`src/f2b4_pkg.sv`:
```
// Package for the binary32 to base-4 16-bit code encoder.
// Holds field widths, code constants and shared types; no dependencies.
`default_nettype none

package f2b4_pkg;

    localparam int unsigned FLOAT_W = 32;
    localparam int unsigned CODE_W  = 16;
    localparam int unsigned MAG_W   = 15;
    localparam int unsigned EXP_W   = 7;
    localparam int unsigned MANT_W  = 8;
    localparam int unsigned SIG_W   = 24;

    typedef logic [FLOAT_W-1:0] float_t;
    typedef logic [CODE_W-1:0]  code_t;
    typedef logic [MAG_W-1:0]   mag_t;

    // Magnitude codes for the special cases
    localparam mag_t MAG_NAN   = 15'h7FFF;
    localparam mag_t MAG_INF   = 15'h7F00;
    localparam mag_t MAG_ZERO  = 15'h0000;
    // Smallest exponent-1 code: exponent 1, mantissa 64
    localparam mag_t MAG_PROMO = 15'h0140;

    localparam logic [7:0] BEXP_ALL_ONES = 8'hFF;
    localparam logic [7:0] BEXP_SMALL_MAX = 8'd2;
    localparam logic [7:0] EXP_TOP = 8'd127;

endpackage

`default_nettype wire

```
`src/f2b4_encode.sv`:
```
// Combinational core: binary32 bit pattern to 16-bit ordered base-4 code.
// Depends on f2b4_pkg.
`default_nettype none

module f2b4_encode (
    input  wire  f2b4_pkg::float_t float_bits,
    output f2b4_pkg::code_t        code
);
    import f2b4_pkg::*;

    logic             neg;
    logic [7:0]       bexp;
    logic [22:0]      frac;
    logic [SIG_W-1:0] sig;
    logic [SIG_W:0]   sum16, sum17, sum18, sum19;
    logic [8:0]       m_norm;
    logic [6:0]       m_small;
    logic [7:0]       e_base;
    logic [7:0]       e_norm;
    logic [MANT_W-1:0] m_final;
    mag_t             mag;

    // Field split; hidden bit present for every nonzero biased exponent
    assign neg  = float_bits[31];
    assign bexp = float_bits[30:23];
    assign frac = float_bits[22:0];
    assign sig  = {(bexp != 8'd0), frac};

    // Round-half-up at the four fixed shift amounts
    assign sum16 = {1'b0, sig} + (25'd1 << 15);
    assign sum17 = {1'b0, sig} + (25'd1 << 16);
    assign sum18 = {1'b0, sig} + (25'd1 << 17);
    assign sum19 = {1'b0, sig} + (25'd1 << 18);

    // Normal range: odd biased exponent means even binary exponent
    assign m_norm  = bexp[0] ? {1'b0, sum17[24:17]} : sum16[24:16];
    // Small range: biased exponent 2 shifts by 18, 0 and 1 by 19
    assign m_small = (bexp == BEXP_SMALL_MAX) ? sum18[24:18] : {1'b0, sum19[24:19]};

    // Base-4 exponent is floor((bexp - 1) / 2), with carry on mantissa overflow
    assign e_base  = (bexp - 8'd1) >> 1;
    assign e_norm  = m_norm[8] ? (e_base + 8'd1) : e_base;
    assign m_final = m_norm[8] ? 8'd64 : m_norm[7:0];

    // Magnitude select
    always_comb
    begin
        if (bexp == BEXP_ALL_ONES)
        begin
            mag = (frac != 23'd0) ? MAG_NAN : MAG_INF;
        end
        else if (bexp == 8'd0 && frac == 23'd0)
        begin
            mag = MAG_ZERO;
        end
        else if (bexp <= BEXP_SMALL_MAX)
        begin
            mag = m_small[6] ? MAG_PROMO : {8'd0, m_small};
        end
        else if (e_norm >= EXP_TOP)
        begin
            mag = MAG_INF;
        end
        else
        begin
            mag = {e_norm[EXP_W-1:0], m_final};
        end
    end

    // Negative values: complement the magnitude for ordering
    assign code = {neg, neg ? ~mag : mag};

endmodule

`default_nettype wire

```
`src/float32_to_base4_float16_encoder.sv`:
```
// Each transaction passes through two registers in order: the input register, then the result register.
// Throughput: one transaction per cycle, sustained under continuous ready.
// The encode logic sits between the input register and the result register.
// Reset (rst_n, asynchronous, active low) clears both valid flags; payloads are not reset.
// Top level; depends on f2b4_pkg and f2b4_encode.
`default_nettype none

module float32_to_base4_float16_encoder (
    input  wire                    clk,
    input  wire                    rst_n,
    input  wire                    in_valid,
    output logic                   in_ready,
    input  wire  f2b4_pkg::float_t float_bits,
    output logic                   out_valid,
    input  wire                    out_ready,
    output f2b4_pkg::code_t        code
);
    import f2b4_pkg::*;

    logic   in_vld_reg;
    logic   in_vld_next;
    float_t in_data_reg;
    logic   out_vld_reg;
    logic   out_vld_next;
    code_t  out_data_reg;
    code_t  enc_code;
    logic   out_load;
    logic   in_load;

    // Pipeline handshake: each stage loads when empty or draining
    assign out_load = in_vld_reg && (!out_vld_reg || out_ready);
    assign in_ready = !in_vld_reg || out_load;
    assign in_load  = in_valid && in_ready;

    assign in_vld_next  = in_load || (in_vld_reg && !out_load);
    assign out_vld_next = out_load || (out_vld_reg && !out_ready);

    // Encode core
    f2b4_encode u_encode (
        .float_bits (in_data_reg),
        .code       (enc_code)
    );

    // Valid flags
    always_ff @(posedge clk or negedge rst_n)
    begin
        if (!rst_n)
        begin
            in_vld_reg  <= 1'b0;
            out_vld_reg <= 1'b0;
        end
        else
        begin
            in_vld_reg  <= in_vld_next;
            out_vld_reg <= out_vld_next;
        end
    end

    // Payload registers
    always_ff @(posedge clk)
    begin
        if (in_load)
        begin
            in_data_reg <= float_bits;
        end
        if (out_load)
        begin
            out_data_reg <= enc_code;
        end
    end

    assign out_valid = out_vld_reg;
    assign code      = out_data_reg;

endmodule

`default_nettype wire
```
`config.mk`:
```
export PLATFORM = sky130hd
export DESIGN_NAME = float32_to_base4_float16_encoder
export DESIGN_NICKNAME = d
export VERILOG_FILES = /design/src/f2b4_pkg.sv /design/src/f2b4_encode.sv /design/src/float32_to_base4_float16_encoder.sv
export SDC_FILE = /design/constraint.sdc
export NUM_CORES = 1
export LEC_CHECK = 0
export BUFFER_PORTS_ARGS = -buffer_cell sky130_fd_sc_hd__buf_2
export CORE_ASPECT_RATIO = 0.9
export CORE_UTILIZATION = 35
export CTS_CLUSTER_DIAMETER = 80
export DETAILED_ROUTE_END_ITERATION = 6
export SLEW_MARGIN = 10
export SYNTH_ARGS = -nofsm -noshare
export SYNTH_HDL_FRONTEND = slang
export SYNTH_SLANG_ARGS = --single-unit
```
`constraint.sdc`:
```
create_clock -name clk -period 5.8 [get_ports clk]
set_input_delay 0.29 -clock clk [delete_from_list [all_inputs] [get_ports clk]]
set_output_delay 0.29 -clock clk [all_outputs]
set_load 0.1 [all_outputs]
```
Yosys cells after proc, flatten, opt, wreduce, memory -nomap -nowiden
Index checks and enable logic that the tools add are counted.

Register bits after elaboration: 50. Latch bits: 0. Memory bits (writable): 0. ROM bits: 0. Bits of input ports: 36. Output and inout port bits: 18. Word-level logic and storage cells: 43. Memories: 0.

$add $sub $neg: 6. Multipliers: 0. Divide/modulo/power cells: 0. Magnitude comparators: 2. Equal/unequal tests: 2. Shift operators: 0. Multiplexer cells: 11. Bitwise logic cells: 1. Reductions and logical operators: 17.

Operators with widths (count): 15-bit 2-to-1 mux (5); 24-bit by 16-bit adder with 25-bit output (second input constant) (1); 24-bit by 17-bit adder with 25-bit output (second input constant) (1); 24-bit by 18-bit adder with 25-bit output (second input constant) (1); 24-bit by 19-bit adder with 25-bit output (second input constant) (1); 8-bit 2-to-1 mux (3); 23-bit zero test (1); 23-bit nonzero test (1); 9-bit 2-to-1 mux (2); 15-bit inverter (1); 7-bit by 1-bit adder with 8-bit output (second input constant) (1); 8-bit by 2-bit equality test with 1-bit output (second input constant) (1); 8-bit equality test (second input constant) (1); 8-bit by 7-bit >= comparator with 1-bit output (second input constant) (1); 8-bit by 2-bit <= comparator with 1-bit output (second input constant) (1); 8-bit zero test (1); 8-bit nonzero test (1); 8-bit by 1-bit subtractor with 8-bit output (second input constant) (1); 7-bit 2-to-1 mux (1); 1-bit logical AND (5); 1-bit zero test (4); 1-bit logical OR (4).

Longest topological paths before layout
Gate-level depths: netlist of run 1.

Depth after elaboration: 11. Gate-level depth with buffers: 15. Gate-level depth less buffers: 13.

Hierarchy
A second synthesis of run 1 with hierarchy kept.

Cell total of the unflattened synthesis: 376. Area total of the unflattened synthesis: 3696.0 sq um.

By module, submodules not included: f2b4_encode (times used 1, cells each 320, area an instance 2150.8 sq um); float32_to_base4_float16_encoder (times used 1, cells each 56, area an instance 1545.2 sq um).

Worst setup path after synthesis of run 1
No wires, ideal clock.

Kind: register to register. Start: reg in_data_reg[23]. End: reg out_data_reg[5], in the netlist code[5], data pin. Arrival: 3.076 ns. Path slack: 2.450 ns. Stages on the path, launching flop included: 16. Path buffers: 2. Period minus slack after synthesis: 3.350 ns. Path through: edfxtp_1 > clkbuf_1 > inv_1 > ha_1 > nand2b_1 > and2_1 > inv_1 > ha_1 > nand2_1 > o31a_1 > a211oi_2 > nand3_1 > or3_1 > buf_4 > o311ai_1 > a2111oi_1.

Word-level cells in the longest chain between the ends: 11. Elaborated cells on any way between the ends: 23. Classes of those cells: add/sub: 5; order compare: 2; eq/ne: 2; mux: 10; bitwise: 1; reduce/logical: 3.

Ends and longest elaborated chain: from (decl) (line float32_to_base4_float16_encoder.sv:22) `float_t in_data_reg;`; from (signal assigned) (line float32_to_base4_float16_encoder.sv:64) `in_data_reg <= float_bits;`; 8-bit nonzero test (line f2b4_encode.sv:27) `assign sig = {(bexp != 8'd0), frac};`; 24-bit by 16-bit adder with 25-bit output (line f2b4_encode.sv:30) `assign sum16 = {1'b0, sig} + (25'd1 << 15);`; 9-bit 2-to-1 mux (line f2b4_encode.sv:36) `assign m_norm = bexp[0] ? {1'b0, sum17[24:17]} : sum16[24:16];`; 8-bit 2-to-1 mux (line f2b4_encode.sv:42) `assign e_norm = m_norm[8] ? (e_base + 8'd1) : e_base;`; 8-bit by 7-bit >= comparator with 1-bit output (line f2b4_encode.sv:60) `else if (e_norm >= EXP_TOP)`; 15-bit 2-to-1 mux (line f2b4_encode.sv:60); 15-bit 2-to-1 mux (line f2b4_encode.sv:56) `else if (bexp <= BEXP_SMALL_MAX)`; 15-bit 2-to-1 mux (line f2b4_encode.sv:52) `else if (bexp == 8'd0 && frac == 23'd0)`; 15-bit 2-to-1 mux * (line f2b4_encode.sv:48) `if (bexp == BEXP_ALL_ONES)`; 15-bit inverter (line f2b4_encode.sv:71) `assign code = {neg, neg ? ~mag : mag};`; 15-bit 2-to-1 mux * (line f2b4_encode.sv:71); via enc_code[5] (line float32_to_base4_float16_encoder.sv:26) `code_t enc_code;`; to (signal assigned) (line float32_to_base4_float16_encoder.sv:68) `out_data_reg <= enc_code;`; to (decl) (line float32_to_base4_float16_encoder.sv:25) `code_t out_data_reg;`.

Mark *: on every way through the listed nets, which the timed path passes. The rest lies on a longest branch. A chain may end at the register's enable or synchronous reset.

Worst setup path after layout of run 1
Ends and elaborated chain as after synthesis.

==> load_flow_metrics.sql, run 1 <==
INSERT INTO impl_metrics (metric_group, metric, value, unit) VALUES
('run_status', 'outcome', 'finished clean', ''),
('critical_path', 'r2r_start', 'in_data_reg[23]', ''),
('drt', 'first_pass_iters', '5', ''),
('clock_network', 'postCtsResizedCells', '0', ''),
('logic_synthesis', 'top_cell_type_s_share_of_synthesized_area', '0.429', ''),
('drt', 'post_drt_wl_per_cell', '14.4', 'um'),
('timing', 'final.setup_skew', '0.0180', 'ns'),
('logic_synthesis', 'synth_area', '0.00336', 'mm^2'),
('logic_synthesis', 'synth_top_area_cell', 'sky130_fd_sc_hd__edfxtp_1', ''),
('timing', 'grt_setup_unrepaired', 'false', ''),
('grt', 'grt_first_pass_wirelength', '11.6', 'mm'),
('logic_synthesis', 'yosys_warnings', '0', ''),
('logic_synthesis', 'yosys.area_share.xor_xnor', '0.0782', ''),
('die', 'dieArea', '0.00999', 'mm^2'),
('grt', 'globalRouteOverflowTotal', '0', ''),
('cells_and_area', 'finish.net_count', '430', ''),
('clock_network', 'insertion_delay', '0.31', 'ns'),
('die', 'starting_utilization_of_the_core_area', '0.365', ''),
('cells_and_area', 'mostFrequentLayoutCell', 'sky130_fd_sc_hd__buf_2', ''),
('grt', 'via_count_of_the_first_global_routing_pass', '2357', ''),
('logic_synthesis', 'synthSimpleGateAreaFrac', '0.225', ''),
('timing', 'holdWs', '0.147', 'ns'),
('logic_synthesis', 'synth_compound_area_frac', '0.152', ''),
('logic_synthesis', 'syn-num-nets', '388', ''),
('cells_and_area', 'drive_above_1_share', '0.196', ''),
('timing', 'clock.fmax', '255', 'MHz'),
('power', 'total_power', '0.000934', 'W'),
('timing', 'finalCritPeriodShare', '0.676', ''),
('power', 'power.density', '245', 'mW/mm^2'),
('hold_path', 'worstHoldPathType', 'in -> reg', ''),
('drt', 'num_vias', '2644', ''),
('critical_path', 'endpoint', 'code[5]', ''),
('logic_synthesis', 'distinct_cells_synth', '62', ''),
('clock_network', 'clk_buf_depth', '2', ''),
('logic_synthesis', 'synth_area_per_cell', '9.85', 'um^2'),
('critical_path', 'critical_setup_path_kind', 'reg -> reg', ''),
('critical_path', 'cp.buffers_inverters', '2', ''),
('grt', 'antenna_found_initial', '0', ''),
('die', 'die_y', '94.9', 'um'),
('die', 'io-pin-count', '54', ''),
('grt', 'groute.usage.overall', '0.149', ''),
('drt', 'drt_drc_violations_left', '0', ''),
('clock_network', 'cts-buffers-inserted', '5', ''),
('die', 'design.core.area', '0.00921', 'mm^2'),
('critical_path', 'rrSetupSlack', '1.88', 'ns'),
('logic_synthesis', 'ys_ff_latch', '50', ''),
('cells_and_area', 'most-common-layout-cells', '53 x sky130_fd_sc_hd__buf_2, 48 x sky130_fd_sc_hd__edfxtp_1, 31 x sky130_fd_sc_hd__nand2_1', ''),
('critical_path', 'cpLargestDelayFamily', 'simple AND/OR/NAND/NOR gates', ''),
('drt', 'dr.first_iter.drc_count', '194', ''),
('timing', 'timing.final.crit_period', '3.92', 'ns'),
('logic_synthesis', 'synthMuxAreaShare', '0.0194', ''),
('power', 'power.leakage', '1.42', 'nW'),
('placement', 'place_hpwl', '5.42', 'mm'),
('grt', 'grt_max_degree', '37', ''),
('cells_and_area', 'insertedDiodeCount', '0', ''),
('logic_synthesis', 'post_synth_fa_ha_maj_area_fraction', '0.0410', ''),
('critical_path', 'reg2reg_depth', '13', ''),
('cells_and_area', 'area.growth.synth_to_final', '13.4', '%'),
('drt', 'routed_via_density', '5.24', ''),
('clock_network', 'cts_post_setup_buffers_inserted', '0', ''),
('clock_network', 'clock_slew_at_the_register_clock_pins_of_the_worst_setup_and_hold_paths', '0.10', 'ns'),
('logic_synthesis', 'asyncSetResetFlopFracSynth', '0.0400', ''),
('critical_path', 'timing.critical_path.arrival', '3.95', 'ns'),
('power', 'irDropWorstVdd', '127', 'uV'),
('critical_path', 'worstSetupPathDepth', '13', ''),
('critical_path', 'critical_path_peak_fanout', '21', ''),
('logic_synthesis', 'synth_flop_cell', 'sky130_fd_sc_hd__edfxtp_1', ''),
('timing', 'final.setup.tns', '0', 'ns'),
('critical_path', 'slowest_stage', 'sky130_fd_sc_hd__edfxtp_1', ''),
('run', 'maxCapViolations', '0', ''),
('critical_path', 'startpoint_type', 'flop', '');
[layer usage]
metal | part of all wire | wire [um] | global-route usage
met3 | 0.048 | 350 | 0.0297
met1 | 0.52 | 3810 | 0.221
met5 | 0 | 0 | 0
met2 | 0.42 | 3070 | 0.225
met4 | 0.0058 | 42 | 0.0282
[power by group]
part	switching (W)	internal, W	leakage, nW	total, W
Combinational	0.000168	0.0000645	0.886	0.000233
Clock	0.000118	0.000127	0.0542	0.000245
Sequential	0.0000234	0.000432	0.482	0.000456
Total	0.000310	0.000624	1.42	0.000934
[Yosys cell counts (4+ instances only)]
cell                       count
sky130_fd_sc_hd__nor4_1        4
sky130_fd_sc_hd__nand4_1       7
sky130_fd_sc_hd__clkbuf_1     13
sky130_fd_sc_hd__nand2_1      31
sky130_fd_sc_hd__and3_1        8
sky130_fd_sc_hd__o21ai_0      19
sky130_fd_sc_hd__edfxtp_1     48
sky130_fd_sc_hd__and2_1        9
sky130_fd_sc_hd__nor3_1       15
sky130_fd_sc_hd__xnor2_1      17
sky130_fd_sc_hd__ha_1         11
sky130_fd_sc_hd__nor2_1       21
sky130_fd_sc_hd__buf_2         5
sky130_fd_sc_hd__o211ai_1      4
sky130_fd_sc_hd__nand2b_1      7
sky130_fd_sc_hd__mux2_2        4
sky130_fd_sc_hd__nand3_1      17
sky130_fd_sc_hd__a21oi_1      13
sky130_fd_sc_hd__xor2_1       13
sky130_fd_sc_hd__inv_1        10
[repair_timing]
item | 4_1_cts | 5_1_grt
hold buffers | 1 | 0
endpoints found under the hold margin | 2 | 0
setup endpoints to repair | 0 | 0
[kinds of logic (layout without fill, tap and decap cells)]
logic type | after synthesis | in the layout
AOI/OAI and AO/OA | 72 | 72
xor gates and xnor gates | 30 | 30
adders and majority gates | 11 | 11
buffers and inverters | 31 | 73
DFF | 50 | 50
muxes | 6 | 6
and+or+nand+nor | 141 | 141
[area by class of cell]
type / count / area [um^2]
Clock buffer: 5 / 68.8
Clock inverter: 2 / 38.8
Fill cell: 885 / 5400
Inverter: 10 / 37.5
Multi-Input combinational cell: 260 / 1730
Sequential cell: 50 / 1490
Tap cell: 122 / 153
Timing Repair Buffer: 56 / 290
[through the flow]
step	setup slack [ns]	cells	utilization	area (um^2)
floorplan	2.45	341	-	3360
global placement	2.08	497	0.401	3690
detailed placement	1.92	497	0.401	3690
CTS	1.90	505	0.414	3810
global route	1.61	505	0.414	3810
finish	1.88	505	0.414	3810
[worst min-delay path by stage]
stage                         from         endpoint  slack [ns]  cells after the start
floorplan                    rst_n       in_vld_reg      -0.006                      0
global placement             rst_n        out_valid        0.08                      1
detailed placement           rst_n        out_valid        0.08                      1
CTS                  float_bits[1]   in_data_reg[1]        0.15                      1
global route         float_bits[2]   in_data_reg[2]        0.14                      1
finish              float_bits[15]  in_data_reg[15]        0.15                      1
[worst reg2reg max path, stage by stage (launching register included)]
cell and delay [ns]:
sky130_fd_sc_hd__edfxtp_1 0.74, sky130_fd_sc_hd__inv_1 0.31, sky130_fd_sc_hd__ha_1 0.35, sky130_fd_sc_hd__nand2b_1 0.17, sky130_fd_sc_hd__and2_1 0.19, sky130_fd_sc_hd__inv_1 0.06, sky130_fd_sc_hd__ha_1 0.17, sky130_fd_sc_hd__nand2_1 0.09
sky130_fd_sc_hd__o31a_1 0.28, sky130_fd_sc_hd__a211oi_2 0.25, sky130_fd_sc_hd__nand3_1 0.15, sky130_fd_sc_hd__or3_1 0.47, sky130_fd_sc_hd__o311ai_1 0.32, sky130_fd_sc_hd__a2111oi_1 0.09
No activity file was read; power rests on OpenSTA's default activity.
==> run 2: changes to the inputs <==
--- a/config.mk
+++ b/config.mk
@@ -5,6 +5,7 @@
 export SDC_FILE = /design/constraint.sdc
 export NUM_CORES = 1
 export LEC_CHECK = 0
+export ABC_AREA = 1
 export BUFFER_PORTS_ARGS = -buffer_cell sky130_fd_sc_hd__buf_2
 export CORE_ASPECT_RATIO = 0.9
 export CORE_UTILIZATION = 35
==> constraint.sdc (replaced) <==
create_clock -name clk -period 4 [get_ports clk]
set_input_delay 0.2 -clock clk [delete_from_list [all_inputs] [get_ports clk]]
set_output_delay 0.2 -clock clk [all_outputs]
set_load 0.1 [all_outputs]
==> run 2 against run 1 <==
Compared with the run above: setup slack got worse by 1.0 ns; hold slack lost 0.085 ns; register-to-register slack got worse by 1.0 ns; sequential power grew 43%; critical path depth rose by 4; die area is 0.81% lower; sequential share of layout area decreased by 0.41 points; clock-buffer cell count grew 1; clock skew shrank 0.0051 ns; routed wire length about the same; cell area is 1.1% higher; sequential cell count unchanged.
==> load_flow_metrics.sql, run 2 <==
INSERT INTO impl_metrics (metric_group, metric, value, unit) VALUES
('drt', 'met2WireLength', '3.09', 'mm'),
('placement', 'place_hpwl', '5.78', 'mm'),
('cells_and_area', 'mostFrequentLayoutCell', 'sky130_fd_sc_hd__nand2_1', ''),
('logic_synthesis', 'top_cell_type_s_share_of_synthesized_area', '0.433', ''),
('logic_synthesis', 'synth_top_area_cell', 'sky130_fd_sc_hd__edfxtp_1', ''),
('power', 'net-switching-power', '0.000452', 'W'),
('logic_synthesis', 'ys_ff_latch', '50', ''),
('hold_path', 'worst_hold_path_ep', 'in_data_reg[15]', ''),
('critical_path', 'critical_path.cell_chain', 'inv_1, ha_1, xor2_1, ha_1, nand4_2, o21bai_1, nand2_1, nand2_1, nor2_2, nand2_2, nand2_4, inv_6, nand2_2, nand2_1, nand2_1, nand2_1, nand2_1', ''),
('timing', 'hold_viol', '0', ''),
('cells_and_area', 'drive_above_1_share', '0.231', ''),
('clock_network', 'postCtsResizedCells', '0', ''),
('critical_path', 'path_common_cell', 'sky130_fd_sc_hd__nand2_1', ''),
('drt', 'routed_via_density', '4.85', ''),
('critical_path', 'worst-endpoint-required', '4.06', 'ns'),
('power', 'seq_power_share', '0.484', ''),
('clock_network', 'insertion_delay', '0.30', 'ns'),
('cells_and_area', 'largest_register_ffs', '32', ''),
('logic_synthesis', 'synth.top_cells.by_count', '129 x sky130_fd_sc_hd__nand2_1, 48 x sky130_fd_sc_hd__edfxtp_1, 38 x sky130_fd_sc_hd__inv_1', ''),
('timing', 'slew_headroom', '0.268', ''),
('timing', 'setup-violations-final', '0', ''),
('logic_synthesis', 'syn-num-nets', '457', ''),
('timing', 'postLayoutSetupSlackWorst', '0.866', 'ns'),
('grt', 'groute.usage.overall', '0.153', ''),
('logic_synthesis', 'asyncSetResetFlopFracSynth', '0.0400', ''),
('drt', 'num_vias', '2861', ''),
('critical_path', 'rrSetupSlack', '0.87', 'ns'),
('logic_synthesis', 'synthTopCellsByArea', 'sky130_fd_sc_hd__edfxtp_1 43%, sky130_fd_sc_hd__nand2_1 15%, sky130_fd_sc_hd__nand3_1 4.4%, sky130_fd_sc_hd__inv_1 4.3%, sky130_fd_sc_hd__ha_1 4.1%', ''),
('hold_path', 'worstHoldPathType', 'in -> reg', ''),
('power', 'irDropWorstVdd', '174', 'uV'),
('clock_network', 'htree_num_levels', '2', ''),
('timing', 'finalCritPeriodShare', '0.784', ''),
('clock_network', 'cts_tree', 'yes', ''),
('logic_synthesis', 'yosys_warnings', '0', ''),
('timing', 'grt_setup_unrepaired', 'false', ''),
('grt', 'antenna_found_initial', '0', ''),
('hold_path', 'hold_start', 'float_bits[15]', ''),
('timing', 'timing.final.crit_period', '3.13', 'ns'),
('cells_and_area', 'finish.net_count', '514', ''),
('critical_path', 'timing.critical_path.arrival', '3.19', 'ns'),
('clock_network', 'clk_buf_depth', '2', ''),
('critical_path', 'cp.buffers_inverters', '2', ''),
('critical_path', 'reg2reg_depth', '17', ''),
('logic_synthesis', 'synth.most_common_cell', 'sky130_fd_sc_hd__nand2_1', ''),
('critical_path', 'startpoint_type', 'flop', ''),
('die', 'dieArea', '0.00991', 'mm^2'),
('power', 'part_of_the_total_power_dissipated_in_combinational_logic', '0.255', ''),
('critical_path', 'critical_path_peak_fanout', '13', ''),
('grt', 'via_count_of_the_first_global_routing_pass', '2536', ''),
('critical_path', 'reg2reg_to', 'code[2]', ''),
('cells_and_area', 'area.growth.synth_to_final', '15.5', '%'),
('timing', 'clock.fmax', '319', 'MHz'),
('clock_network', 'clock_slew_at_the_register_clock_pins_of_the_worst_setup_and_hold_paths', '0.09', 'ns'),
('critical_path', 'critical_path.max_stage_delay', '0.64', 'ns'),
('grt', 'grt_first_pass_wirelength', '12.1', 'mm'),
('critical_path', 'slowest_stage', 'sky130_fd_sc_hd__edfxtp_1', ''),
('grt', 'globalRouteOverflowTotal', '0', ''),
('critical_path', 'cpLargestDelayFamily', 'simple AND/OR/NAND/NOR gates', ''),
('power', 'power.switching_fraction', '0.335', ''),
('die', 'die_y', '94.6', 'um'),
('drt', 'first_pass_iters', '5', ''),
('logic_synthesis', 'synth_area_per_cell', '8.13', 'um^2'),
('critical_path', 'worst_setup_path_end_kind', 'flop', ''),
('critical_path', 'r2r_start', 'in_data_reg[23]', ''),
('die', 'number_of_rows_created_at_floorplan', '33', ''),
('drt', 'drt-met1-wl', '3.61', 'mm'),
('drt', 'route.top_layer_used', 'met4', ''),
('power', 'power.density', '350', 'mW/mm^2'),
('drt', 'dr.first_iter.drc_count', '174', ''),
('drt', 'post_drt_wl_per_cell', '12.3', 'um'),
('clock_network', 'cts_post_setup_buffers_inserted', '0', ''),
('logic_synthesis', 'yosysSeqAreaShare', '0.448', ''),
('timing', 'holdWs', '0.0622', 'ns'),
('critical_path', 'critical_setup_path_kind', 'reg -> reg', ''),
('grt', 'grt_max_degree', '30', ''),
('placement', 'port-buffer-count', '53', ''),
('power', 'internal_pwr_total', '0.000895', 'W'),
('drt', 'finalWirelength', '7.28', 'mm'),
('logic_synthesis', 'synth-edff-count', '48', ''),
('clock_network', 'cts.sink_count', '50', ''),
('cells_and_area', 'insertedDiodeCount', '0', ''),
('hold_path', 'min_delay_path_depth', '1', ''),
('cells_and_area', 'final.fill_count', '928', ''),
('clock_network', 'cts.hold.buffers_added', '1', ''),
('placement', 'globalplace.congestion', '0.904', ''),
('timing', 'final.setup_skew', '0.0129', 'ns'),
('cells_and_area', 'most-common-layout-cells', '129 x sky130_fd_sc_hd__nand2_1, 53 x sky130_fd_sc_hd__buf_2, 48 x sky130_fd_sc_hd__edfxtp_1', ''),
('cells_and_area', 'final_core_util', '0.420', ''),
('timing', 'worst_pin_slew', '1.10', 'ns'),
('run', 'maxCapViolations', '0', ''),
('die', 'starting_utilization_of_the_core_area', '0.363', ''),
('timing', 'max_slew_violation_count', '0', ''),
('power', 'power.clock.fraction', '0.261', ''),
('drt', 'drt_drc_violations_left', '0', ''),
('critical_path', 'timing.critical_path.from', 'in_data_reg[23]', ''),
('placement', 'detailedPlace.worstSlack', '0.872', 'ns'),
('drt', 'detailroute.wirelength.met3', '485', 'um'),
('clock_network', 'clockRootBuffer', 'sky130_fd_sc_hd__clkbuf_8', ''),
('timing', 'final.setup.tns', '0', 'ns'),
('logic_synthesis', 'synth_flop_cell', 'sky130_fd_sc_hd__edfxtp_1', ''),
('drt', 'drtAntennaViolNets', '0', ''),
('logic_synthesis', 'distinct_cells_synth', '43', ''),
('power', 'power.leakage', '1.80', 'nW'),
('clock_network', 'cts-buffers-inserted', '5', ''),
('run_status', 'outcome', 'finished clean', ''),
('die', 'io-pin-count', '54', ''),
('logic_synthesis', 'synth_area', '0.00333', 'mm^2'),
('die', 'design.core.area', '0.00917', 'mm^2'),
('logic_synthesis', 'syn_inst', '410', ''),
('die', 'die_x', '105', 'um');
## run 2: cell types whose count changed in the layout (fill, tap and decap cells not counted), moves of 6 or more
cell	previous run	this run
sky130_fd_sc_hd__and2_1	9	0
sky130_fd_sc_hd__and3_1	8	1
sky130_fd_sc_hd__inv_1	10	38
sky130_fd_sc_hd__inv_2	0	6
sky130_fd_sc_hd__nand2_1	31	129
sky130_fd_sc_hd__nand2_2	1	19
sky130_fd_sc_hd__nand2b_1	7	0
sky130_fd_sc_hd__nand3_1	17	29
sky130_fd_sc_hd__nor2_2	0	7
sky130_fd_sc_hd__nor3_1	15	5
sky130_fd_sc_hd__o21ai_0	19	13
sky130_fd_sc_hd__xnor2_1	17	1
sky130_fd_sc_hd__xor2_1	13	7
## run 2: layer usage
layer | track usage | vias to the layer above
li1 | - | 1482
met1 | 0.223 | 1271
met2 | 0.227 | 96
met3 | 0.0324 | 12
met4 | 0.0423 | 0
met5 | 0 | -
## run 2: worst max-delay path by stage
stage	cells past startpoint	to	slack (ns)
2_1_floorplan	3	in_data_reg[0]	0.98
3_3_place_gp	17	code[2]	0.99
3_5_place_dp	17	code[5]	0.87
4_1_cts	17	code[2]	0.85
5_1_grt	17	code[0]	0.48
6_report	17	code[2]	0.87
## run 2: area by class of cell
class,count,area (um^2),share of cell area
Timing Repair Buffer,57,298,0.0773
Inverter,47,181,0.0471
Clock inverter,2,37.5,0.00975
Tap cell,122,153,0.0396
Clock buffer,6,72.6,0.0188
Multi-Input combinational cell,306,1620,0.420
Sequential cell,50,1490,0.387
## run 2: logic make-up after synthesis
| family | synth area share |
|---|---|
| and+or+nand+nor | 0.342 |
| xor gates and xnor gates | 0.0210 |
| buffers and inverters | 0.0672 |
| DFF | 0.448 |
| adders and majority gates | 0.0413 |
| AOI/OAI and AO/OA | 0.0804 |
## run 2: power groups by stage
stage                     combinational [W]  clock (W)  sequential (W)
after global routing               0.000372   0.000382        0.000658
final                              0.000343   0.000352        0.000652
after floorplan                    0.000154          0        0.000779
after CTS                          0.000343   0.000362        0.000652
after detailed placement           0.000341          0        0.000664
after global placement             0.000341          0        0.000665
## run 2: metrics by stage
| step | total power, W | cells | instance area, um^2 |
|---|---|---|---|
| final | 0.00135 | 590 | 3850 |
| after global routing | 0.00141 | 590 | 3850 |
| after CTS | 0.00136 | 590 | 3850 |
| after detailed placement | 0.00101 | 581 | 3730 |
| after global placement | 0.00101 | 581 | 3730 |
| after floorplan | 0.000933 | 410 | 3330 |
